`config.mk`:
```
export PLATFORM = sky130hd
export DESIGN_NAME = ssir_clear_seq
export DESIGN_NICKNAME = d
export VERILOG_FILES = /design/src/hw/rtl/sparse_submatrix_index_remap_assert.svh /design/src/hw/rtl/ssir_pkg.sv /design/src/hw/rtl/ssir_clear_seq.sv
export SDC_FILE = /design/constraint.sdc
export NUM_CORES = 1
export LEC_CHECK = 0
export ABC_CLOCK_PERIOD_IN_PS = 1400
export BUFFER_PORTS_ARGS = -buffer_cell sky130_fd_sc_hd__buf_2
export CAP_MARGIN = 15
export CORE_MARGIN = 1
export CORE_UTILIZATION = 35
export DETAILED_ROUTE_END_ITERATION = 6
export GPL_TIMING_DRIVEN = 0
export PLACE_DENSITY = 0.78
export SYNTH_ARGS = -nofsm -noshare
export SYNTH_HDL_FRONTEND = slang
export SYNTH_SLANG_ARGS = --single-unit
```
`constraint.sdc`:
```
create_clock -name clk -period 1.4 [get_ports clk]
set_input_delay 0.14 -clock clk [delete_from_list [all_inputs] [get_ports clk]]
set_output_delay 0.14 -clock clk [all_outputs]
set_load 0.05 [all_outputs]
```
`src/hw/rtl/sparse_submatrix_index_remap_assert.svh`:
```
// Assertion helpers for ssir_lookup. Both sample on clk and hold off while rst_n is low.
`ifndef SPARSE_SUBMATRIX_INDEX_REMAP_ASSERT_SVH
`define SPARSE_SUBMATRIX_INDEX_REMAP_ASSERT_SVH

// Same-cycle implication.
`define SSIR_ASSERT_IMP(lbl, ante, cons, msg) \
    lbl: assert property (@(posedge clk) disable iff (!rst_n) (ante) |-> (cons)) \
        else $error(msg);

// Next-cycle implication.
`define SSIR_ASSERT_NXT(lbl, ante, cons, msg) \
    lbl: assert property (@(posedge clk) disable iff (!rst_n) (ante) |=> (cons)) \
        else $error(msg);

`endif

```
`src/hw/rtl/ssir_pkg.sv`:
```
package ssir_pkg;

    localparam int MAX_DOF = 4096;
    localparam int ADDR_W  = $clog2(MAX_DOF);
    localparam int CNT_W   = $clog2(MAX_DOF + 1);
    localparam int IDX_W   = 16;
    localparam int LOC_W   = 12;
    localparam int VAL_W   = 64;

    typedef enum logic [1:0] {
        FUNC_BEGIN = 2'd0,
        FUNC_ADD   = 2'd1,
        FUNC_ENTRY = 2'd2,
        FUNC_RSVD  = 2'd3
    } func_t;

    typedef enum logic [1:0] {
        ST_OK    = 2'd0,
        ST_RANGE = 2'd1,
        ST_DUP   = 2'd2,
        ST_DROP  = 2'd3
    } status_t;

    typedef struct packed {
        logic              valid;
        logic [ADDR_W-1:0] loc_num;
    } map_entry_t;

    typedef struct packed {
        logic              en;
        logic [ADDR_W-1:0] addr;
        map_entry_t        data;
    } map_wr_t;

    typedef struct packed {
        logic              busy;
        logic [ADDR_W-1:0] addr;
    } clr_status_t;

endpackage

```
`src/hw/rtl/ssir_clear_seq.sv`:
```
module ssir_clear_seq
    import ssir_pkg::*;
(
    input  logic        clk,
    input  logic        rst_n,
    input  logic        start,
    input  map_wr_t     lkp_wr,
    output clr_status_t status,
    output map_wr_t     ram_wr
);

    logic              busy_reg, busy_next;
    logic [ADDR_W-1:0] addr_reg, addr_next;

    always_comb
    begin
        busy_next = busy_reg;
        addr_next = addr_reg;
        if (start)
        begin
            busy_next = 1'b1;
            addr_next = '0;
        end
        else if (busy_reg)
        begin
            addr_next = addr_reg + ADDR_W'(1);
            if (addr_reg == ADDR_W'(MAX_DOF - 1))
            begin
                busy_next = 1'b0;
            end
        end
    end

    // sweep starts right out of reset
    always_ff @(posedge clk or negedge rst_n)
    begin
        if (!rst_n)
        begin
            busy_reg <= 1'b1;
            addr_reg <= '0;
        end
        else
        begin
            busy_reg <= busy_next;
            addr_reg <= addr_next;
        end
    end

    assign status.busy = busy_reg;
    assign status.addr = addr_reg;

    always_comb
    begin
        if (busy_reg)
        begin
            ram_wr.en   = 1'b1;
            ram_wr.addr = addr_reg;
            ram_wr.data = '0;
        end
        else
        begin
            ram_wr = lkp_wr;
        end
    end

endmodule

```
==> results of run 1 <==
power by group through the flow:
stage	Clock, µW	Sequential (µW)	Combinational, µW
after floorplan	0	429	63.6
final	249	405	189
after global placement	0	405	148
after CTS	244	403	177
after detailed placement	0	407	152
after global routing	261	406	198
cells in the final DEF, fill, tap and decap left out, types with 3 or more instances in the layout:
master / netlist / final
a21oi_2: 0 / 5
buf_2: 3 / 41
buf_4: 1 / 5
buf_6: 0 / 20
buf_8: 0 / 10
clkbuf_4: 0 / 3
dfrtp_2: 0 / 10
mux2_4: 0 / 12
nand2_1: 4 / 3
nand4_1: 3 / 3
nor2_1: 6 / 6
nor2b_1: 14 / 10
nor2b_4: 0 / 3
or4_4: 0 / 3
xor2_1: 3 / 3
cell families (layout without fill, tap and decap cells):
kind of cell               Yosys count  after routing
AOI/OAI and AO/OA                   13             13
xor gates and xnor gates             4              4
adders and majority gates            1              1
buffers and inverters                7             88
DFF                                 13             13
muxes                               14             14
and+or+nand+nor                     41             41
critical path: cells and delay by family (launching register included):
kind / cells / cell delay, ns
buffers and inverters: 3 / 0.42
muxes: 1 / 0.31
DFF: 1 / 0.56
final cells by class:
cell class / instances / area, µm²
timing repair buffer: 77 / 647
tap: 28 / 35.0
sequential: 13 / 339
multi-input combinational: 73 / 701
clock inverter: 1 / 5.00
fill: 128 / 464
clock buffer: 3 / 22.5
buffer: 6 / 80.1
inverter: 1 / 3.75
metrics by stage:
step                      setup TNS, ns  power [µW]  area (µm²)  hold WS, ns  utilization [%]
after floorplan                   -1.82         493         965       -0.156                -
after global placement            -3.01         554        1340       0.0338             58.1
after detailed placement          -3.78         559        1340       0.0332             58.1
after CTS                         -7.23         824        1760       0.0465             76.4
after global routing             -10.32         865        1830       0.0432             79.8
final                             -8.54         844        1830       0.0548             79.8
timing repair:
item,4_1_cts,5_1_grt
setup endpoints to repair,33,37
pin swaps,7,0
cloned,2,0
setup buffers,6,2
endpoints found under the hold margin,13,0
gates resized for setup,86,18
hold buffers,1,0
path summary, 6_finish.rpt:
path / slack, ns / to / depth (start not counted) / from
max: -0.32 / ram_wr[13] / 4 / busy_reg
min: 0.05 / addr_reg[8] / 2 / start
max reg2reg: -0.29 / addr_reg[7] / 6 / busy_reg
min reg2reg: 0.62 / addr_reg[10] / 2 / addr_reg[10]
max in group asynchronous: 0.87 / busy_reg / 2 / rst_n
min in group asynchronous: 0.25 / addr_reg[6] / 2 / rst_n
routing by layer:
metal | vias up | global-route usage, %
li1 | 498 | -
met1 | 552 | 28.5
met2 | 79 | 45.6
met3 | 17 | 3.48
met4 | 0 | 6.58
met5 | - | 0
==> flow_summary.ini, run 1 <==
[drt]
route.detailed.wl_per_inst_um = 18.2
viasPerCell = 5.67
drt_drc_violations_left = 0
drt_iter0_drc = 27
met3_length_um = 232
detail_route.wirelength.met1_um = 1320
drtPass1Iterations = 4
top_signal_layer_used = met4
dr_vias = 1146
postRouteAntennaNets = 0
drt_wl_total_um = 3680
route.met2.wl_um = 2010

[cells_and_area]
final_layout_size_suffix_gt1_share_pct = 75.3
layout.nets = 205
fin_cells = 202
syn_to_final_growth_pct = 107
largest_register_ffs = 12
antenna-diode-count = 0

[power]
p_per_area_nw_per_um2 = 460
static_power_due_to_leakage_uw = 0.000892
seq_power_share_pct = 48.0
total_switching_power_uw = 269
comb_power_share_pct = 22.4
power.internal_uw = 575
clock_power_share_pct = 29.6
peak_supply_drop_uv = 615
switching_share_pct = 31.9

[synth]
post-synth-top-area-cell = dfrtp_1
ffs_w_async_s_r_synth_pct = 100
synth_xor_xnor_area_share_pct = 3.95
synthesis.area_um2 = 886
synth_top_family_by_area = simple AND/OR/NAND/NOR gates
synthesis.yosys.warnings = 0
yosys_top_cell_area_share_pct = 33.9
synth_top_cells_by_area = dfrtp_1 (34%), mux2_2 (15%), nor2b_1 (9.9%), a21oi_1 (3.4%), o31ai_1 (3.4%)
synth_compound_gate_area_share_pct = 8.90
number_of_enable_type_register_cells_in_the_synthesized_netlist = 0
synth_sequential_area_ratio_pct = 36.9
synth_cell_types = 28
ys_ff_latch = 13
synth-simple-area-share_pct = 27.4
mux_contribution_to_synthesized_area_pct = 17.7
ys_flop_type = dfrtp_1
synthMostInstantiatedCell = nor2b_1
postSynthAreaPerCell_um2 = 9.53
synth_fa_ha_area_share_pct = 1.41
syn-instance-count = 93
post_synth_most_frequent_cells = nor2b_1 (14), dfrtp_1 (12), mux2_2 (12), a21oi_1 (6), nor2_1 (6)
mappedNetlistNets = 123

[worst_setup_path]
critical_path.slowest_cell = dfstp_2
crit_chain = buf_8 > buf_12 > mux2_4 > buf_8
path_max_fanout = 6
worst_ep_required_time_ns = 1.26
worstSetupStartpointType = flop
path_common_cell = buf_8
setup.worst_path.class = reg -> out
crit_path_arrival_time_ns = 1.58
timing.critical_path.to_type = primary output
critical-path-max-stage-delay_ns = 0.56

[clock_tree]
cts_buffers = 3
cts_tree = done
clockRootBuffer = clkbuf_4
worstSkewPairLatency_ns = 0.29
numClockSinks = 13
cts-htree-levels = 1
cts-root-to-sink-buffers = 2
clk_pin_slew_ns = 0.09

[floorplan]
start_util_pct = 38.6
io_pins = 68
dieWidth_um = 52.3
fp.dieH_um = 52.3
die_area_um2 = 2740
placement_rows = 17
placeable_core_region_um2 = 2300

[global_routing]
first_global_vias = 988
grt.overflow.total = 0
grt_max_degree = 14
initial_antenna_violation_count = 0
gr-usage-all-layers_pct = 24.4
wire_length_of_the_first_global_routing_pass_um = 4770

[timing]
timing.final.setup_violations = 36
min_period_over_period_pct = 123
fin_skew_ns = 0.00766
period_minus_slack_ns = 1.72
max_clock_freq_mhz = 581
grt_setup_unrepaired = yes
post-route-worst-setup-slack_ns = -0.322
final_slew_viol_count = 0
finalHoldViolCount = 0
timing.slew.headroom_pct = 60.8
worst-slew-pin-transition_ns = 0.588

[placed_design]
place.detailed.instances = 188
finalWeightedCongestion = 0.871
detailedPlace.worstSlack_ns = -0.227
place.detailed.hpwl_um = 1910
placement.io_buffers = 67

[status]
failing_checks = setup timing
status = finished with violations

[min_path]
worstHoldPathType = in -> reg

[job]
maxCapViolations = 0
Power figures use the tool's default switching activity.
==> run 2, diff against run 1 <==
Settings changed: SKIP_LAST_GASP set to 1.
==> run 2 against run 1 <==
The flow still finishes with violations (setup timing). Register-to-register slack gained 0.05 ns. Core utilization down 1.5 points. Cell area fell by 1.9%. Critical path depth unchanged. Worst setup slack better by 0.010 ns. Final cell count decreased by 0.99%. Clock skew about the same. Die area unchanged. First-iteration DRC count is 44% higher. Via count is 5.3% lower. Fmax grew 0.61%. Largest power group unchanged.
==> flow_summary.ini, run 2 (same netlist as run 1, synthesis figures left out) <==
[placed_design]
place.detailed.hpwl_um = 1910
postPlaceCellArea_um2 = 1340
place.detailed.instances = 188
finalWeightedCongestion = 0.871
placement.io_buffers = 67

[floorplan]
dieWidth_um = 52.3
die_area_um2 = 2740
placeable_core_region_um2 = 2300
fp.dieH_um = 52.3
io_pins = 68
placement_rows = 17
start_util_pct = 38.6

[worst_setup_path]
path_max_fanout = 6
setup.worst_path.class = reg -> out
critical-path-max-stage-delay_ns = 0.56
crit_path_arrival_time_ns = 1.57
worstSetupStartpointType = flop
path_common_cell = buf_8
timing.critical_path.to_type = primary output
worst_ep_required_time_ns = 1.26
critical_path.slowest_cell = dfstp_2
crit_chain = buf_8 > buf_12 > mux2_4 > buf_8

[status]
status = finished with violations
failing_checks = setup timing

[power]
fin_total_pwr_uw = 831
static_power_due_to_leakage_uw = 0.000875
peak_supply_drop_uv = 596
p_per_area_nw_per_um2 = 462

[timing]
timing.final.setup_violations = 35
max_clock_freq_mhz = 584
fin_skew_ns = 0.00736
worst-slew-pin-transition_ns = 0.558
timing.slew.headroom_pct = 62.8
min_period_over_period_pct = 122
grt_setup_unrepaired = yes
post_route_setup_tns_ns = -7.56
final_slew_viol_count = 0
period_minus_slack_ns = 1.71
finalHoldViolCount = 0
post-route-worst-setup-slack_ns = -0.312

[drt]
drtPass1Iterations = 4
dr_vias = 1085
viasPerCell = 5.43
postRouteAntennaNets = 0
drt_iter0_drc = 39
drt_wl_total_um = 3370
drt_drc_violations_left = 0
route.detailed.wl_per_inst_um = 16.9

[clock_tree]
cts_buffers = 3
worstSkewPairLatency_ns = 0.28
cts-root-to-sink-buffers = 2
cts-htree-levels = 1
clk_pin_slew_ns = 0.09
cts_tree = done
clockRootBuffer = clkbuf_4
numClockSinks = 13

[job]
maxCapViolations = 0

[cells_and_area]
layout.nets = 203
post-route-util_pct = 78.3
stdcell_area_um2 = 1800
final_layout_size_suffix_gt1_share_pct = 74.4
antenna-diode-count = 0
syn_to_final_growth_pct = 103
largest_register_ffs = 12
mostFrequentLayoutCells = buf_2 (41), buf_6 (21), mux2_4 (12)
mostFrequentLayoutCell = buf_2
fin_cells = 200

[global_routing]
first_global_vias = 1021
grt_max_degree = 14
initial_antenna_violation_count = 0
wire_length_of_the_first_global_routing_pass_um = 4800
gr-usage-all-layers_pct = 24.5
grt.overflow.total = 0

[min_path]
worstHoldPathType = in -> reg
## run 2: changes by cell type in the layout (fill, tap and decap cells not counted), sizes merged
cell,previous run,this run
clkbuf,6,5
buf,79,78
## run 2: cell type report
| type | instances | area (µm²) |
|---|---|---|
| clock buffers | 3 | 22.5 |
| repair buffers | 75 | 614 |
| multi-input cells | 73 | 698 |
| well taps | 28 | 35.0 |
| fillers | 127 | 499 |
| clock inverters | 1 | 5.00 |
| inverters | 1 | 3.75 |
| flip-flops and latches | 13 | 339 |
| plain buffers | 6 | 80.1 |
## run 2: critical path, delay by kind of cell (launching register included)
kind / cells / cell delay, ns
buf+inv: 3 / 0.42
flops: 1 / 0.56
mux: 1 / 0.31
## run 2: path summary, 6_finish.rpt
path / start / to / slack [ns] / depth (start not counted)
min reg2reg: addr_reg[10] / addr_reg[10] / 0.62 / 2
min in group asynchronous: rst_n / addr_reg[6] / 0.26 / 2
min: start / addr_reg[8] / 0.08 / 2
max: busy_reg / ram_wr[13] / -0.31 / 4
max reg2reg: busy_reg / addr_reg[7] / -0.24 / 5
max in group asynchronous: rst_n / busy_reg / 0.86 / 2
## run 2: what timing repair did
action	4_1_cts	5_1_grt
setup endpoints to repair	33	37
hold buffers	1	0
gates cloned	2	0
endpoints found under the hold margin	13	0
gates resized for setup	84	15
setup buffers	6	0
pin swaps	7	1
## run 2: per-layer routing
layer / wire length [µm] / track usage (%) / share of wire (%)
met5: 0 / 0 / 0
met4: 62 / 8.77 / 1.8
met3: 189 / 4.64 / 5.6
met2: 1900 / 46.2 / 56
met1: 1220 / 26.5 / 36
## run 2: power breakdown
group          switching, µW  leakage [µW]  total [µW]  internal (µW)
combinational            102      0.000697         186           84.0
sequential              21.5      0.000160         405            384
clock                    134     0.0000177         240            106
## run 2: stage by stage
step	setup WS [ns]	hold slack, ns
floorplan	-0.137	-0.156
global placement	-0.213	0.0338
detailed placement	-0.227	0.0332
CTS	-0.308	0.0465
global route	-0.354	0.0634
finish	-0.312	0.0762
==> run 3, diff against run 2 <==
--- a/config.mk
+++ b/config.mk
@@ -7,6 +7,5 @@
 export LEC_CHECK = 0
-export ABC_CLOCK_PERIOD_IN_PS = 1400
+export ABC_CLOCK_PERIOD_IN_PS = 2170
 export BUFFER_PORTS_ARGS = -buffer_cell sky130_fd_sc_hd__buf_2
 export CAP_MARGIN = 15
-export CORE_MARGIN = 1
 export CORE_UTILIZATION = 35
@@ -14,3 +13,3 @@
 export GPL_TIMING_DRIVEN = 0
-export PLACE_DENSITY = 0.78
+export PLACE_DENSITY = 0.75
 export SKIP_LAST_GASP = 1
==> constraint.sdc (replaced) <==
create_clock -name clk -period 2.17 [get_ports clk]
set_input_delay 0.217 -clock clk [delete_from_list [all_inputs] [get_ports clk]]
set_output_delay 0.217 -clock clk [all_outputs]
set_load 0.01 [all_outputs]
==> run 3 against run 2 <==
The flow now finishes without violations. Non-clock buffer count decreased by 7. Wire length fell by 29%. First-iteration DRC count down 59%. Count of clock-buffer cells in the layout did not move. Power shrank 42%. Sequential power decreased by 37%. Sequential share of layout area up 6.4 points. Cell area is 28% lower. Largest cell class unchanged. Largest power group unchanged. Highest routed layer unchanged.
==> flow_summary.ini, run 3 (same netlist as run 1, synthesis figures left out) <==
[status]
status = finished clean

[cells_and_area]
stdcell_area_um2 = 1290
final_layout_size_suffix_gt1_share_pct = 55.2
syn_to_final_growth_pct = 46.0
fin_cells = 193
mostFrequentLayoutCell = buf_2
layout.nets = 196
mostFrequentLayoutCells = buf_2 (70), nor2b_1 (14), mux2_2 (12), dfrtp_1 (12)
largest_register_ffs = 12
antenna-diode-count = 0
post-route-util_pct = 56.3

[floorplan]
fp.dieH_um = 52.3
die_area_um2 = 2740
io_pins = 68
placement_rows = 17
dieWidth_um = 52.3
placeable_core_region_um2 = 2300
start_util_pct = 38.6

[timing]
max_clock_freq_mhz = 509
period_minus_slack_ns = 1.97
final_slew_viol_count = 0
timing.final.setup_violations = 0
timing.slew.headroom_pct = 69.9
finalHoldViolCount = 0
post_route_setup_tns_ns = 0
min_period_over_period_pct = 90.6
worst-slew-pin-transition_ns = 0.452
fin_skew_ns = 0.00165
grt_setup_unrepaired = no

[worst_setup_path]
worst_ep_required_time_ns = 1.95
timing.critical_path.to_type = primary output
worstSetupStartpointType = flop
setup.worst_path.class = reg -> out
worst_reg_to_reg_cells = 4
setup_slack_of_the_most_critical_reg_to_reg_path_ns = 0.48
regToRegEndpoint = addr_reg[10]
worstReg2RegStart = addr_reg[0]
crit_path_arrival_time_ns = 1.75
path_max_fanout = 10

[global_routing]
grt_max_degree = 14
globalRoute.busiestLayer = met2
wire_length_of_the_first_global_routing_pass_um = 3640
gr-usage-all-layers_pct = 18.1
grt.overflow.total = 0
globalRouteMet3Util_pct = 4.06
grtUsageMet1_pct = 22.1
initial_antenna_violation_count = 0
grt_util_met2_pct = 29.1
first_global_vias = 840

[placed_design]
place.detailed.instances = 188
finalWeightedCongestion = 0.831
place.detailed.hpwl_um = 1870
postPlaceCellArea_um2 = 1260
placement.io_buffers = 67

[drt]
drtPass1Iterations = 4
drt_wl_total_um = 2410
route.detailed.wl_per_inst_um = 12.5
drt_drc_violations_left = 0
dr_vias = 991
postRouteAntennaNets = 0
drt_iter0_drc = 16
viasPerCell = 5.13

[clock_tree]
clk_pin_slew_ns = 0.09
cts-htree-levels = 1
numClockSinks = 13
clockRootBuffer = clkbuf_4
worstSkewPairLatency_ns = 0.28
post_cts_buffers = 0
cts_tree = done
cts-root-to-sink-buffers = 2
cts_buffers = 3

[min_path]
hold-path-endpoint = addr_reg[8]
min_path_cells = 2
holdCritStartpoint = start
worstHoldPathType = in -> reg

[power]
peak_supply_drop_uv = 244
fin_total_pwr_uw = 480
static_power_due_to_leakage_uw = 0.000704
p_per_area_nw_per_um2 = 371

[job]
maxCapViolations = 0
-- run 3: worst max-delay path by stage --
stage,slack [ns],endpoint,cells past startpoint,from
2_1_floorplan,0.66,addr_reg[10],4,addr_reg[0]
3_3_place_gp,0.53,ram_wr[15],4,busy_reg
3_5_place_dp,0.50,ram_wr[17],4,busy_reg
4_1_cts,0.18,ram_wr[17],4,busy_reg
5_1_grt,0.09,ram_wr[18],4,busy_reg
6_report,0.20,ram_wr[17],4,busy_reg
-- run 3: layout make-up --
cell class,count,area [µm²]
Fill cell,216,1000
Multi-Input combinational cell,73,526
Timing Repair Buffer,68,345
Sequential cell,13,327
Tap cell,28,35.0
Buffer,6,30.0
Clock buffer,3,22.5
Clock inverter,1,5.00
Inverter,1,3.75
-- run 3: through the flow --
step,worst slack [ns],hold WS (ns)
2_1_floorplan,0.662,-0.0786
3_3_place_gp,0.532,0.113
3_5_place_dp,0.501,0.118
4_1_cts,0.179,0.131
5_1_grt,0.0943,0.146
6_report,0.204,0.141
-- run 3: repair_timing --
action / in CTS / in global routing
endpoints found under the hold margin: 12 / 0
hold buffers: 1 / 0
gates resized for setup: 0 / 0
-- run 3: metal layers --
| layer | wire length [µm] | share of wire [%] |
|---|---|---|
| met5 | 0 | 0 |
| met4 | 37 | 1.5 |
| met3 | 149 | 6.2 |
| met2 | 1220 | 51 |
| met1 | 999 | 41 |
-- run 3: worst max-delay path, stage by stage (launching register included) --
cell,delay [ns]
dfstp_2,0.53
buf_2,0.16
buf_2,0.27
mux2_2,0.37
buf_2,0.14
-- run 3: where the power goes --
part	leakage, µW	internal, µW	switching, µW
clock network	0.0000177	68.5	89.0
registers	0.000176	247	8.33
logic	0.000511	37.5	30.0
total	0.000704	353	127
