**config.mk**
```make
export PLATFORM = sky130hd
export DESIGN_NAME = ssir_lookup
export DESIGN_NICKNAME = d
export VERILOG_FILES = /design/src/hw/rtl/ssir_pkg.sv /design/src/hw/rtl/ssir_lookup.sv
export VERILOG_INCLUDE_DIRS = /design/src /design/src/hw/rtl
export SDC_FILE = /design/constraint.sdc
export NUM_CORES = 1
export LEC_CHECK = 0
export BUFFER_PORTS_ARGS = -buffer_cell sky130_fd_sc_hd__buf_2
export CAP_MARGIN = 30
export CORE_MARGIN = 10
export CORE_UTILIZATION = 52
export CTS_CLUSTER_DIAMETER = 50
export DETAILED_ROUTE_END_ITERATION = 12
export HOLD_SLACK_MARGIN = 0.08
export PLACE_DENSITY = 0.8
export SLEW_MARGIN = 20
export SYNTH_ARGS = -nofsm -noshare
export SYNTH_HDL_FRONTEND = slang
export SYNTH_SLANG_ARGS = --single-unit
```
**constraint.sdc**
```tcl
create_clock -name clk -period 6.4 [get_ports clk]
set_clock_uncertainty 0.05 [all_clocks]
set_input_delay 0.64 -clock clk [delete_from_list [all_inputs] [get_ports clk]]
set_output_delay 0.64 -clock clk [all_outputs]
set_load 0.05 [all_outputs]
```
**src/hw/rtl/sparse_submatrix_index_remap_assert.svh**
```systemverilog
// Assertion helpers for ssir_lookup. Both sample on clk and hold off while rst_n is low.
`ifndef SPARSE_SUBMATRIX_INDEX_REMAP_ASSERT_SVH
`define SPARSE_SUBMATRIX_INDEX_REMAP_ASSERT_SVH

// Same-cycle implication.
`define SSIR_ASSERT_IMP(lbl, ante, cons, msg) \
    lbl: assert property (@(posedge clk) disable iff (!rst_n) (ante) |-> (cons)) \
        else $error(msg);

// Next-cycle implication.
`define SSIR_ASSERT_NXT(lbl, ante, cons, msg) \
    lbl: assert property (@(posedge clk) disable iff (!rst_n) (ante) |=> (cons)) \
        else $error(msg);

`endif

```
**src/hw/rtl/ssir_pkg.sv**
```systemverilog
package ssir_pkg;

    localparam int MAX_DOF = 4096;
    localparam int ADDR_W  = $clog2(MAX_DOF);
    localparam int CNT_W   = $clog2(MAX_DOF + 1);
    localparam int IDX_W   = 16;
    localparam int LOC_W   = 12;
    localparam int VAL_W   = 64;

    typedef enum logic [1:0] {
        FUNC_BEGIN = 2'd0,
        FUNC_ADD   = 2'd1,
        FUNC_ENTRY = 2'd2,
        FUNC_RSVD  = 2'd3
    } func_t;

    typedef enum logic [1:0] {
        ST_OK    = 2'd0,
        ST_RANGE = 2'd1,
        ST_DUP   = 2'd2,
        ST_DROP  = 2'd3
    } status_t;

    typedef struct packed {
        logic              valid;
        logic [ADDR_W-1:0] loc_num;
    } map_entry_t;

    typedef struct packed {
        logic              en;
        logic [ADDR_W-1:0] addr;
        map_entry_t        data;
    } map_wr_t;

    typedef struct packed {
        logic              busy;
        logic [ADDR_W-1:0] addr;
    } clr_status_t;

endpackage

```
**src/hw/rtl/ssir_lookup.sv**
```systemverilog
`include "sparse_submatrix_index_remap_assert.svh"

module ssir_lookup
    import ssir_pkg::*;
(
    input  logic              clk,
    input  logic              rst_n,
    input  logic [CNT_W-1:0]  dof_count,
    input  clr_status_t       clr,
    // input beat
    input  logic              in_valid,
    output logic              in_ready,
    input  func_t             in_func,
    input  logic [IDX_W-1:0]  in_row,
    input  logic [IDX_W-1:0]  in_col,
    input  logic [VAL_W-1:0]  in_value,
    // map access
    output logic              rd_en,
    output logic [ADDR_W-1:0] rd_row_addr,
    output logic [ADDR_W-1:0] rd_col_addr,
    input  map_entry_t        rd_row_data,
    input  map_entry_t        rd_col_data,
    output map_wr_t           wr,
    output logic              clr_start,
    // result beat
    output logic              out_valid,
    input  logic              out_ready,
    output status_t           out_status,
    output logic [LOC_W-1:0]  out_row,
    output logic [LOC_W-1:0]  out_col,
    output logic [VAL_W-1:0]  out_value,
    output logic [CNT_W-1:0]  out_size
);

    logic              stg_valid_reg, stg_valid_next;
    func_t             stg_func_reg;
    logic [IDX_W-1:0]  stg_row_reg;
    logic [IDX_W-1:0]  stg_col_reg;
    logic [VAL_W-1:0]  stg_val_reg;

    logic              fwd_row_reg, fwd_col_reg;
    map_entry_t        fwd_data_reg;

    logic [CNT_W-1:0]  kept_count_reg, kept_count_next;

    logic              out_valid_reg, out_valid_next;
    status_t           out_status_reg;
    logic [LOC_W-1:0]  out_row_reg, out_col_reg;
    logic [VAL_W-1:0]  out_value_reg;
    logic [CNT_W-1:0]  out_size_reg;

    logic              accept, advance;
    logic [CNT_W-1:0]  lim;
    logic              row_oor, col_oor;
    map_entry_t        row_ent, col_ent;
    status_t           res_status;
    logic [LOC_W-1:0]  res_row, res_col;
    logic [VAL_W-1:0]  res_value;
    logic [CNT_W-1:0]  res_kept;
    logic              res_wr, res_clr;

    assign advance  = stg_valid_reg && (!out_valid_reg || out_ready);
    // stall behind a begin so nothing reads the map ahead of the sweep
    assign in_ready = !clr.busy
                      && !(stg_valid_reg && (stg_func_reg == FUNC_BEGIN))
                      && (!stg_valid_reg || advance);
    assign accept   = in_valid && in_ready;

    assign rd_en       = accept;
    assign rd_row_addr = in_row[ADDR_W-1:0];
    assign rd_col_addr = in_col[ADDR_W-1:0];

    // a write landing on the edge of the read is taken from the bypass
    assign row_ent = fwd_row_reg ? fwd_data_reg : rd_row_data;
    assign col_ent = fwd_col_reg ? fwd_data_reg : rd_col_data;

    assign lim     = (dof_count > CNT_W'(MAX_DOF)) ? CNT_W'(MAX_DOF) : dof_count;
    assign row_oor = stg_row_reg >= IDX_W'(lim);
    assign col_oor = stg_col_reg >= IDX_W'(lim);

    always_comb
    begin
        res_status = ST_OK;
        res_row    = '0;
        res_col    = '0;
        res_value  = '0;
        res_kept   = kept_count_reg;
        res_wr     = 1'b0;
        res_clr    = 1'b0;
        unique case (stg_func_reg)
            FUNC_BEGIN:
            begin
                res_kept = '0;
                res_clr  = 1'b1;
            end
            FUNC_ADD:
            begin
                priority if (row_oor)
                begin
                    res_status = ST_RANGE;
                end
                else if (row_ent.valid)
                begin
                    res_status = ST_DUP;
                end
                else if (kept_count_reg >= CNT_W'(MAX_DOF))
                begin
                    res_status = ST_RANGE;
                end
                else
                begin
                    res_wr   = 1'b1;
                    res_row  = LOC_W'(kept_count_reg);
                    res_kept = kept_count_reg + CNT_W'(1);
                end
            end
            FUNC_ENTRY:
            begin
                priority if (row_oor || col_oor)
                begin
                    res_status = ST_RANGE;
                end
                else if (!row_ent.valid || !col_ent.valid
                         || (stg_val_reg[VAL_W-2:0] == '0))
                begin
                    res_status = ST_DROP;
                end
                else
                begin
                    res_row   = LOC_W'(row_ent.loc_num);
                    res_col   = LOC_W'(col_ent.loc_num);
                    res_value = stg_val_reg;
                end
            end
            FUNC_RSVD:
            begin
                res_status = ST_OK;
            end
        endcase
    end

    assign wr.en           = advance && res_wr;
    assign wr.addr         = stg_row_reg[ADDR_W-1:0];
    assign wr.data.valid   = 1'b1;
    assign wr.data.loc_num = kept_count_reg[ADDR_W-1:0];
    assign clr_start       = advance && res_clr;

    assign stg_valid_next  = accept ? 1'b1 : (advance ? 1'b0 : stg_valid_reg);
    assign kept_count_next = advance ? res_kept : kept_count_reg;
    assign out_valid_next  = advance ? 1'b1 : (out_ready ? 1'b0 : out_valid_reg);

    always_ff @(posedge clk or negedge rst_n)
    begin
        if (!rst_n)
        begin
            stg_valid_reg  <= 1'b0;
            kept_count_reg <= '0;
            out_valid_reg  <= 1'b0;
        end
        else
        begin
            stg_valid_reg  <= stg_valid_next;
            kept_count_reg <= kept_count_next;
            out_valid_reg  <= out_valid_next;
        end
    end

    always_ff @(posedge clk)
    begin
        if (accept)
        begin
            stg_func_reg <= in_func;
            stg_row_reg  <= in_row;
            stg_col_reg  <= in_col;
            stg_val_reg  <= in_value;
            fwd_row_reg  <= wr.en && (wr.addr == rd_row_addr);
            fwd_col_reg  <= wr.en && (wr.addr == rd_col_addr);
            fwd_data_reg <= wr.data;
        end
        if (advance)
        begin
            out_status_reg <= res_status;
            out_row_reg    <= res_row;
            out_col_reg    <= res_col;
            out_value_reg  <= res_value;
            out_size_reg   <= res_kept;
        end
    end

    assign out_valid  = out_valid_reg;
    assign out_status = out_status_reg;
    assign out_row    = out_row_reg;
    assign out_col    = out_col_reg;
    assign out_value  = out_value_reg;
    assign out_size   = out_size_reg;

    `SSIR_ASSERT_IMP(a_no_accept_in_sweep, accept, !clr.busy,
        "item accepted during map sweep")
    `SSIR_ASSERT_IMP(a_no_write_in_sweep, wr.en, !clr.busy,
        "map write collides with sweep")
    `SSIR_ASSERT_NXT(a_begin_starts_sweep, clr_start, clr.busy && (kept_count_reg == '0),
        "begin did not start sweep")
    `SSIR_ASSERT_NXT(a_add_counts_one, wr.en,
        kept_count_reg == ($past(kept_count_reg) + CNT_W'(1)),
        "kept count not advanced by one")

endmodule

```
==> flow_results.org, run 1 <==
** Setup path
- At the worst endpoint, the required time is 5.71 ns.
- For flop-to-flop paths, the worst setup slack is around 3.2 ns.
- For this design, the slowest cell found on the critical path is sky130_fd_sc_hd__a21o_2.
- Worst Reg-to-Reg Cells :: 8
- Setup crit end kind :: output port
- Worst reg2reg path endpoint :: out_row[2]$_DFFE_PP_
- Worst path cell trace :: buf_2, inv_1, nand2_1, ha_1, o21ai_0, a211o_2, nor3_4, a21o_2, nor3_2, buf_2
- CP Class :: input pin to output port
- Data arrival time of the critical path :: 3.53 ns
- Reg2Reg Launch Point :: stg_col_reg[6]$_DFFE_PP_
- CP Max Fanout :: 41
- Most Frequent Cell on Critical Path :: sky130_fd_sc_hd__buf_2
- In this design, the stage delay of the slowest critical-path cell is 0.73 ns.
- Worst setup SP type :: input pin

** Worst hold path
- Along the worst hold path, the cell count comes to 1.
- Class of the tightest hold or removal check :: input pin to register
- Hold Path Sink :: stg_val_reg[9]$_DFFE_PP_
- Min-delay src :: in_value[9]

** Logic synthesis
- The share of synthesized area in the top cell type comes to 61.71%.
- Average cell area after synthesis :: 13.28 um^2
- Prevailing post-synth register cell :: sky130_fd_sc_hd__edfxtp_1
- Dominant cell by count in the synthesized netlist :: sky130_fd_sc_hd__edfxtp_1
- Cell taking the most area after synthesis :: sky130_fd_sc_hd__edfxtp_1
- Net Count, Synth :: 974
- Unique cell type count in the Yosys netlist :: 63
- In the synthesized netlist, the number of instances is between 700 and 800.
- Proportion of register bits with asynchronous set or reset after synthesis :: 6.522%
- Post-synth EDFFs :: 215
- Most common library cells after synthesis :: 215 x sky130_fd_sc_hd__edfxtp_1, 70 x sky130_fd_sc_hd__nand3_1, 70 x sky130_fd_sc_hd__nor2_1, 51 x sky130_fd_sc_hd__buf_4, 41 x sky130_fd_sc_hd__nand2_1
- Share of synthesized area occupied by flip-flops and latches :: 65.30%
- Ranking of synthesized cells by area :: sky130_fd_sc_hd__edfxtp_1 62%, sky130_fd_sc_hd__ha_1 3.8%, sky130_fd_sc_hd__buf_4 3.7%, sky130_fd_sc_hd__dfrtp_1 3.6%, sky130_fd_sc_hd__nand3_1 3.3%
- The mapped netlist covers 10,460 um^2.
- Flops & latches, synth :: 230
- Yosys warns :: 0

** STA
- In this run the tightest slew margin relative to its limit is 37.99%.
- For the final routed database, the setup TNS stands at 0 ns.
- Based on the critical path, the design can be clocked at up to 237.2 MHz.
- Final count of negative-setup-slack endpoints :: 0
- Setup repair after global routing left no endpoint under its margin.
- At the pin with the least slew margin, the transition time is just over 0.9 ns.
- The tightest hold path in the finished design has a slack of 0.2220 ns.
- Subtracting the final worst setup slack from the clock period gives 4.216 ns.
- Number of hold-slack violations in the final timing report :: 0
- Max-slew violations :: 0
- Final period utilization :: 65.87%

** Finish
- Fraction of layout cells with a size suffix above 1 :: 35.87%
- In the final design database the tool counted 1,215 nets.
- Compared with the post-synthesis result, the final layout area differs by 22.59%.
- Counting the fill cells in the layout gives 1,486.

** Power
- Net switching is 26.65% of the power.
- For this design the ratio of total power to cell area is 304.0 nW/um^2.
- The share of total power dissipated in sequential elements is 45.7%.
- In this run, the combinational gates consume 12.2% of the power.
- Switching power summed over all nets :: 1.039 mW
- The clock network is responsible for 42.2% of the overall power.
- Worst vdd rail ir drop :: around 0.24 mV
- The internal portion of the total power is 2.860 mW.
- Leakage :: 4.972 nW

** Die
- Die X-Extent :: 161.8 um
- From bottom edge to top edge, the die measures roughly 160 um.
- The die covers 26,190 um^2.
- Initial Utilization :: 53.23%
- For this design the top-level I/O count stands at 311.
- After floorplanning, the core was divided into 51 placement rows.
- The total area inside the core boundary comes to 19,650 um^2.

** Placed design
- Count of buffers from port buffering :: 297
- Once detailed placement completed, the half-perimeter wirelength came to 20.57 mm.
- Routability Congestion :: 0.8688

** Global route
- Residual overflow from global routing :: 0
- For this run, the total global-route usage over all layers was measured as 20.99%.
- Pin count of the biggest net entering global routing :: 89
- The number of global-route vias before repair came to 7,714.
- The first global-routing pass estimated approximately 44 mm of wire.
- Initial antenna violation count :: 4

** Detailed routing
- The first TritonRoute pass finished after 5 iterations.
- ANT nets after route :: 0
- Total length of routed met2 wires :: 14.36 mm
- Vias after detailed routing :: roughly 7.4k
- In this run, the number of DRC markers left after iteration 0 of detailed routing was 540.
- Average wire length per cell after detail routing :: 21.66 um
- In the routed layout, each cell is associated on average with a via count of 5.620.
- Signal routing reaches up to met5.
- Residual DRC count :: 0
- Met3 WL post-DR :: 2.342 mm
- Total Routed Length :: 28.56 mm
- Met1 WL :: 11.25 mm

** Clock network
- The number of clock buffers added by TritonCTS is 28.
- Master cell of the clock root buffer :: sky130_fd_sc_hd__clkbuf_16
- TritonCTS built the clock tree.
- Max H-tree Level :: 1
- Post-CTS clock slew at the launch and capture registers of the worst setup and hold paths :: about 0.060 ns
- Insertion delay to the later sink of the worst-skew pair :: 0.54 ns
- TritonCTS Sinks :: 230
- Counting along the longest clock path gives a buffer depth of 3.
- Post-CTS setup buffer count :: 0

** Job
- # Max-Cap Violations :: 0

** Status
- Result of the run :: complete, no violations
[worst max path at each step]
stage / slack, ns / startpoint / to / cells past startpoint
6_report: 2.18 / dof_count[12] / wr[25] / 10
3_3_place_gp: 2.24 / dof_count[12] / wr[25] / 10
2_1_floorplan: 0.99 / out_ready / rd_en / 4
3_5_place_dp: 2.12 / dof_count[12] / out_row[2]$_DFFE_PP_ / 10
4_1_cts: 2.16 / dof_count[12] / wr[25] / 10
5_1_grt: 1.96 / dof_count[12] / wr[25] / 10
[per-layer routing]
layer	vias up	global-route usage [%]
li1	3445	-
met1	3573	25.91
met2	350	35.53
met3	41	5.713
met4	4	5.707
met5	-	0
[metrics by stage]
stage	utilization [%]	instances	power [mW]	worst slack (ns)	cell area (um^2)
after CTS	65.04	1314	3.922	2.161	12780
after detailed placement	59.97	1261	2.285	2.122	11790
after global routing	65.25	1318	4.035	1.959	12820
after global placement	59.97	1261	2.275	2.244	11790
after floorplan	-	788	2.152	0.9866	10460
final	65.26	1319	3.899	2.184	12830
[cell usage in the layout (no fill, tap or decap), types with 4 or more instances in the layout]
cell,Yosys,final
sky130_fd_sc_hd__buf_4,51,6
sky130_fd_sc_hd__nand2_1,41,40
sky130_fd_sc_hd__and3_1,7,7
sky130_fd_sc_hd__nor3_1,5,5
sky130_fd_sc_hd__nor4b_1,14,14
sky130_fd_sc_hd__nor4_1,24,24
sky130_fd_sc_hd__bufinv_16,0,4
sky130_fd_sc_hd__o21ai_0,15,15
sky130_fd_sc_hd__a21oi_1,11,10
sky130_fd_sc_hd__inv_1,15,14
sky130_fd_sc_hd__nand2b_1,5,5
sky130_fd_sc_hd__mux2i_1,25,25
sky130_fd_sc_hd__nor2_1,70,70
sky130_fd_sc_hd__nand3_1,70,70
sky130_fd_sc_hd__nand4_1,17,17
sky130_fd_sc_hd__dfrtp_1,15,15
sky130_fd_sc_hd__o211ai_1,4,4
sky130_fd_sc_hd__clkinv_2,0,7
sky130_fd_sc_hd__clkbuf_16,0,28
sky130_fd_sc_hd__ha_1,32,31
sky130_fd_sc_hd__o41ai_1,14,14
sky130_fd_sc_hd__edfxtp_1,215,215
sky130_fd_sc_hd__a211oi_1,5,5
sky130_fd_sc_hd__xor2_1,24,24
sky130_fd_sc_hd__buf_2,11,297
sky130_fd_sc_hd__a21o_1,8,8
[worst max-delay path, delay by kind of cell]
kind / cells / cell delay [ns]
simple gates: 3 / 0.67
compound gates: 3 / 1.20
fa+ha+maj: 1 / 0.31
buf+inv: 3 / 0.68
[layout make-up]
cell class	count	area, um^2	share of cell area, %
Antenna cell	3	7.507	0.05853
Clock buffer	33	749.5	5.843
Clock inverter	19	237.7	1.853
Inverter	15	58.81	0.4585
Multi-Input combinational cell	449	3040	23.70
Sequential cell	230	6832	53.26
Tap cell	265	331.6	2.585
Timing Repair Buffer	305	1569	12.23
[repair_timing]
| action | in CTS | in global routing |
|---|---|---|
| hold buffers | 1 | 0 |
| hold endpoints to repair | 15 | 0 |
| gates resized for setup | 0 | 0 |
[power by group through the flow]
stage / Combinational, mW / Sequential, mW / Clock, mW
after CTS: 0.477 / 1.78 / 1.66
final: 0.474 / 1.78 / 1.64
after detailed placement: 0.474 / 1.81 / 0
after global placement: 0.468 / 1.81 / 0
after floorplan: 0.209 / 1.94 / 0
after global routing: 0.506 / 1.79 / 1.74
[logic make-up (layout without fill, tap and decap cells)]
kind of cell / Yosys count / in the layout / synth area share, %
xor+xnor: 25 / 25 / 2.093
fa+ha+maj: 32 / 32 / 3.827
simple gates: 274 / 274 / 13.67
other cells: 1 / 4 / 0.03584
flops: 230 / 230 / 65.30
compound gates: 91 / 91 / 6.709
mux: 26 / 26 / 2.499
buf+inv: 109 / 372 / 5.872
(Power assumes the default switching activity.)
==> run 2, diff against run 1 <==
clock period = 4.2 ns   (was 6.4 ns; I/O delays follow)
==> flow_results.org, run 2 (synthesis gave the netlist of run 1 again) <==
** Clock network
- The number of buffers inserted to repair setup after CTS came to 0 (unchanged).
- The cell sitting at the root of the clock tree is a sky130_fd_sc_hd__clkbuf_16.
- Count of hold-fix buffers inserted at cts :: 98 (+97)
- Post-CTS clock slew at the launch and capture registers of the worst setup and hold paths :: 0.06 ns (about the same)
- The later-pin clock latency in the skew report came to 0.54 ns (about the same).
- Cells resized by post-CTS repair :: 0 (unchanged)
- The largest buffer count on any clock path came to 3 (unchanged).
- TritonCTS clock tree :: built
- Max H-tree Level :: 1 (unchanged)
- Total clock buffers created by CTS :: 27 (-3.6%)
- The CTS sink count is 230 (unchanged).

** Setup path
- STA classifies the critical path startpoint as a register.
- CP Max Fanout :: 24 (-41%)
- Slowest stage cell, crit path :: sky130_fd_sc_hd__edfxtp_1
- The worst setup path is captured at an output port.
- CP Class :: register to output port
- The longest individual stage delay on the worst path is 0.51 ns (-0.22 ns).
- Broken down by cell family, the worst path's largest delay share belongs to compound AO/OA/AOI/OAI gates.
- The data arrival at the endpoint of the critical path came to 3.16 ns (-0.37 ns).
- Worst path cell trace :: ha_1, o21ai_0, a211o_2, nor3_4, a21o_2, nor3_2, buf_2
- The critical path required time was 3.73 ns (-1.98 ns).
- Number of buffers and inverters on the critical path :: 1 (-2)

** STA
- Number of hold-slack violations in the final timing report :: 0 (unchanged)
- Static timing analysis puts the maximum clock frequency at around 280 MHz.
- Setup TNS :: 0 ns (unchanged)
- The number of max-slew violations in the final report came to 0 (unchanged).
- Worst slew margin relative to its limit :: 40.60% (+2.6 points)
- Measured slew at the worst slew-check pin :: 0.8910 ns (-0.03922 ns)
- The setup violation total in the final timing report is 0 (unchanged).
- Setup repair after global routing left no endpoint under its margin.
- Final period utilization :: 86.37%
- Final critical path time including I/O delays and setup :: approximately 3.6 ns

** Power
- The total power divided by cell area came to 421.9 nW/um^2 (+39%).
- Sw Ratio :: 27.25% (+0.60 points)
- Worst vdd rail ir drop :: 0.3272 mV (+37%)
- Pint :: 4.204 mW (+47%)
- The leakage component of the power is 5.308 nW (+6.7%).
- The share of total power in the clock network is 39.1% (-3.1 points).
- The combinational power share was 14.0% (+1.8 points).
- The sequential fraction of design power was 46.9% (+1.2 points).
- The switching power total was 1.575 mW (+52%).

** Placed design
- The placement-stage cell area was 11,850 um^2 (+0.51%).
- The half-perimeter wire length of the detailed placement result came to 20.01 mm (-2.7%).
- The count of input and output buffers came to 297 (unchanged).
- Routability Congestion :: 0.8686 (about the same)

** Finish
- Most frequent cells in the layout :: 297 x sky130_fd_sc_hd__buf_2, 215 x sky130_fd_sc_hd__edfxtp_1, 98 x sky130_fd_sc_hd__dlygate4sd3_1
- The net total in the final layout came to 1,312 (+8.0%).
- Core utilization of the finished layout :: 69.69% (+4.4 points)
- Fraction of layout cells with a size suffix above 1 :: 32.20% (-3.7 points)
- Most common cell after layout, fill and taps aside :: sky130_fd_sc_hd__buf_2
- The number of fill cells in the layout was 1,371 (-7.7%).
- From synthesis to final layout, the design area changed by 30.91%.
- The finished layout cell area is 13,700 um^2 (+6.8%).

** Die
- I/O pin count :: 311 (unchanged)
- Die area :: 26,190 um^2 (unchanged)
- The die width is 161.8 um (unchanged).
- Placement row count :: 51 (unchanged)
- Die Y-Extent :: 161.8 um (unchanged)
- Core region area :: 19,650 um^2 (unchanged)
- The initial cell density of the core was 53.23% (unchanged).

** Global route
- The number of global-route vias before repair was 8,184 (+6.1%).
- The remaining global-route overflow came to 0 (unchanged).
- The first-pass GRT wire length came to 46.71 mm (+6.7%).
- GR Util All Layers :: 22.40% (+1.4 points)
- Initial antenna violation count :: 4 (unchanged)
- Pin count of the biggest net entering global routing :: 85 (-4.5%)

** Detailed routing
- The number of violations reported at the end of detailed-routing iteration 0 was 618 (+14%).
- The detailed-route via count came to 7,942 (+7.1%).
- The DRC violation count after routing was 0 (unchanged).
- The number of nets with antenna violations after detailed routing was 0 (unchanged).
- Via-per-instance ratio :: 5.609 (-0.20%)
- Drt first pass iters :: 5 (unchanged)
- Total Routed Length :: 30.77 mm (+7.7%)
- Average wire length per cell after detail routing :: 21.73 um (+0.35%)

** Worst hold path
- Class of the tightest hold or removal check :: input pin to register

** Job
- The number of max-capacitance violations reported is 0 (unchanged).

** Status
- Result of the run :: complete, no violations
[run 2: changes by cell type in the layout (fill, tap and decap cells not counted), moves of 2 or more]
cell / previous run / this run
sky130_fd_sc_hd__clkinv_8: 2 / 0
sky130_fd_sc_hd__dlygate4sd3_1: 1 / 98
sky130_fd_sc_hd__clkinv_2: 7 / 5
sky130_fd_sc_hd__clkbuf_8: 3 / 0
sky130_fd_sc_hd__buf_12: 0 / 3
sky130_fd_sc_hd__clkbuf_1: 2 / 8
sky130_fd_sc_hd__diode_2: 3 / 5
sky130_fd_sc_hd__bufinv_16: 4 / 2
[run 2: cell type report]
cell class / instances / area (um^2) / share of cell area [%]
diodes: 5 / 12.51 / 0.09135
clock buffers: 35 / 705.7 / 5.152
multi-input cells: 449 / 3040 / 22.20
inverters: 15 / 58.81 / 0.4293
well taps: 265 / 331.6 / 2.421
clock inverters: 14 / 151.4 / 1.105
repair buffers: 403 / 2565 / 18.73
flip-flops and latches: 230 / 6832 / 49.88
[run 2: worst reg2reg max path, delay by kind of cell, from the launching register on]
family / cells / cell delay (ns)
flops: 1 / 0.38
simple gates: 1 / 0.43
compound gates: 5 / 1.69
fa+ha+maj: 1 / 0.32
[run 2: path summary, 6_finish.rpt]
path | start | endpoint | slack, ns | cells after the start
worst max-delay path | stg_row_reg[8]$_DFFE_PP_ | wr[25] | 0.57 | 7
worst min-delay path | in_col[6] | stg_col_reg[6]$_DFFE_PP_ | 0.11 | 1
worst max register to register | stg_col_reg[6]$_DFFE_PP_ | out_row[9]$_DFFE_PP_ | 1.12 | 7
worst min register to register | stg_valid_reg$_DFFE_PN0P_ | out_valid$_DFFE_PN0P_ | 0.50 | 2
max in group asynchronous | rst_n | kept_count_reg[4]$_DFFE_PN0P_ | 3.54 | 2
min in group asynchronous | rst_n | kept_count_reg[9]$_DFFE_PN0P_ | 0.29 | 2
[run 2: through the flow]
stage	hold WS (ns)	instances	power [mW]	setup slack [ns]
after floorplan	0.07441	788	3.269	0.3176
after global placement	0.3074	1264	3.471	0.6162
after detailed placement	0.3060	1264	3.484	0.5153
after CTS	0.08047	1411	5.785	0.5692
after global routing	0.09338	1415	5.966	0.4168
final	0.1058	1416	5.779	0.5725
[run 2: layer usage]
layer  global-route usage (%)  vias to the layer above  routed length (um)
li1                         -                     3638                   -
met1                    26.21                     3761               11330
met2                    38.73                      471               15420
met3                    6.117                       72                2965
met4                    7.982                        0                1056
met5                        0                        -                   0
[run 2: power groups by stage]
stage,Sequential (mW),Clock [mW],Combinational [mW]
2_1_floorplan,2.95,0,0.319
3_3_place_gp,2.75,0,0.719
3_5_place_dp,2.76,0,0.728
4_1_cts,2.71,2.27,0.804
5_1_grt,2.72,2.39,0.854
6_report,2.71,2.26,0.808
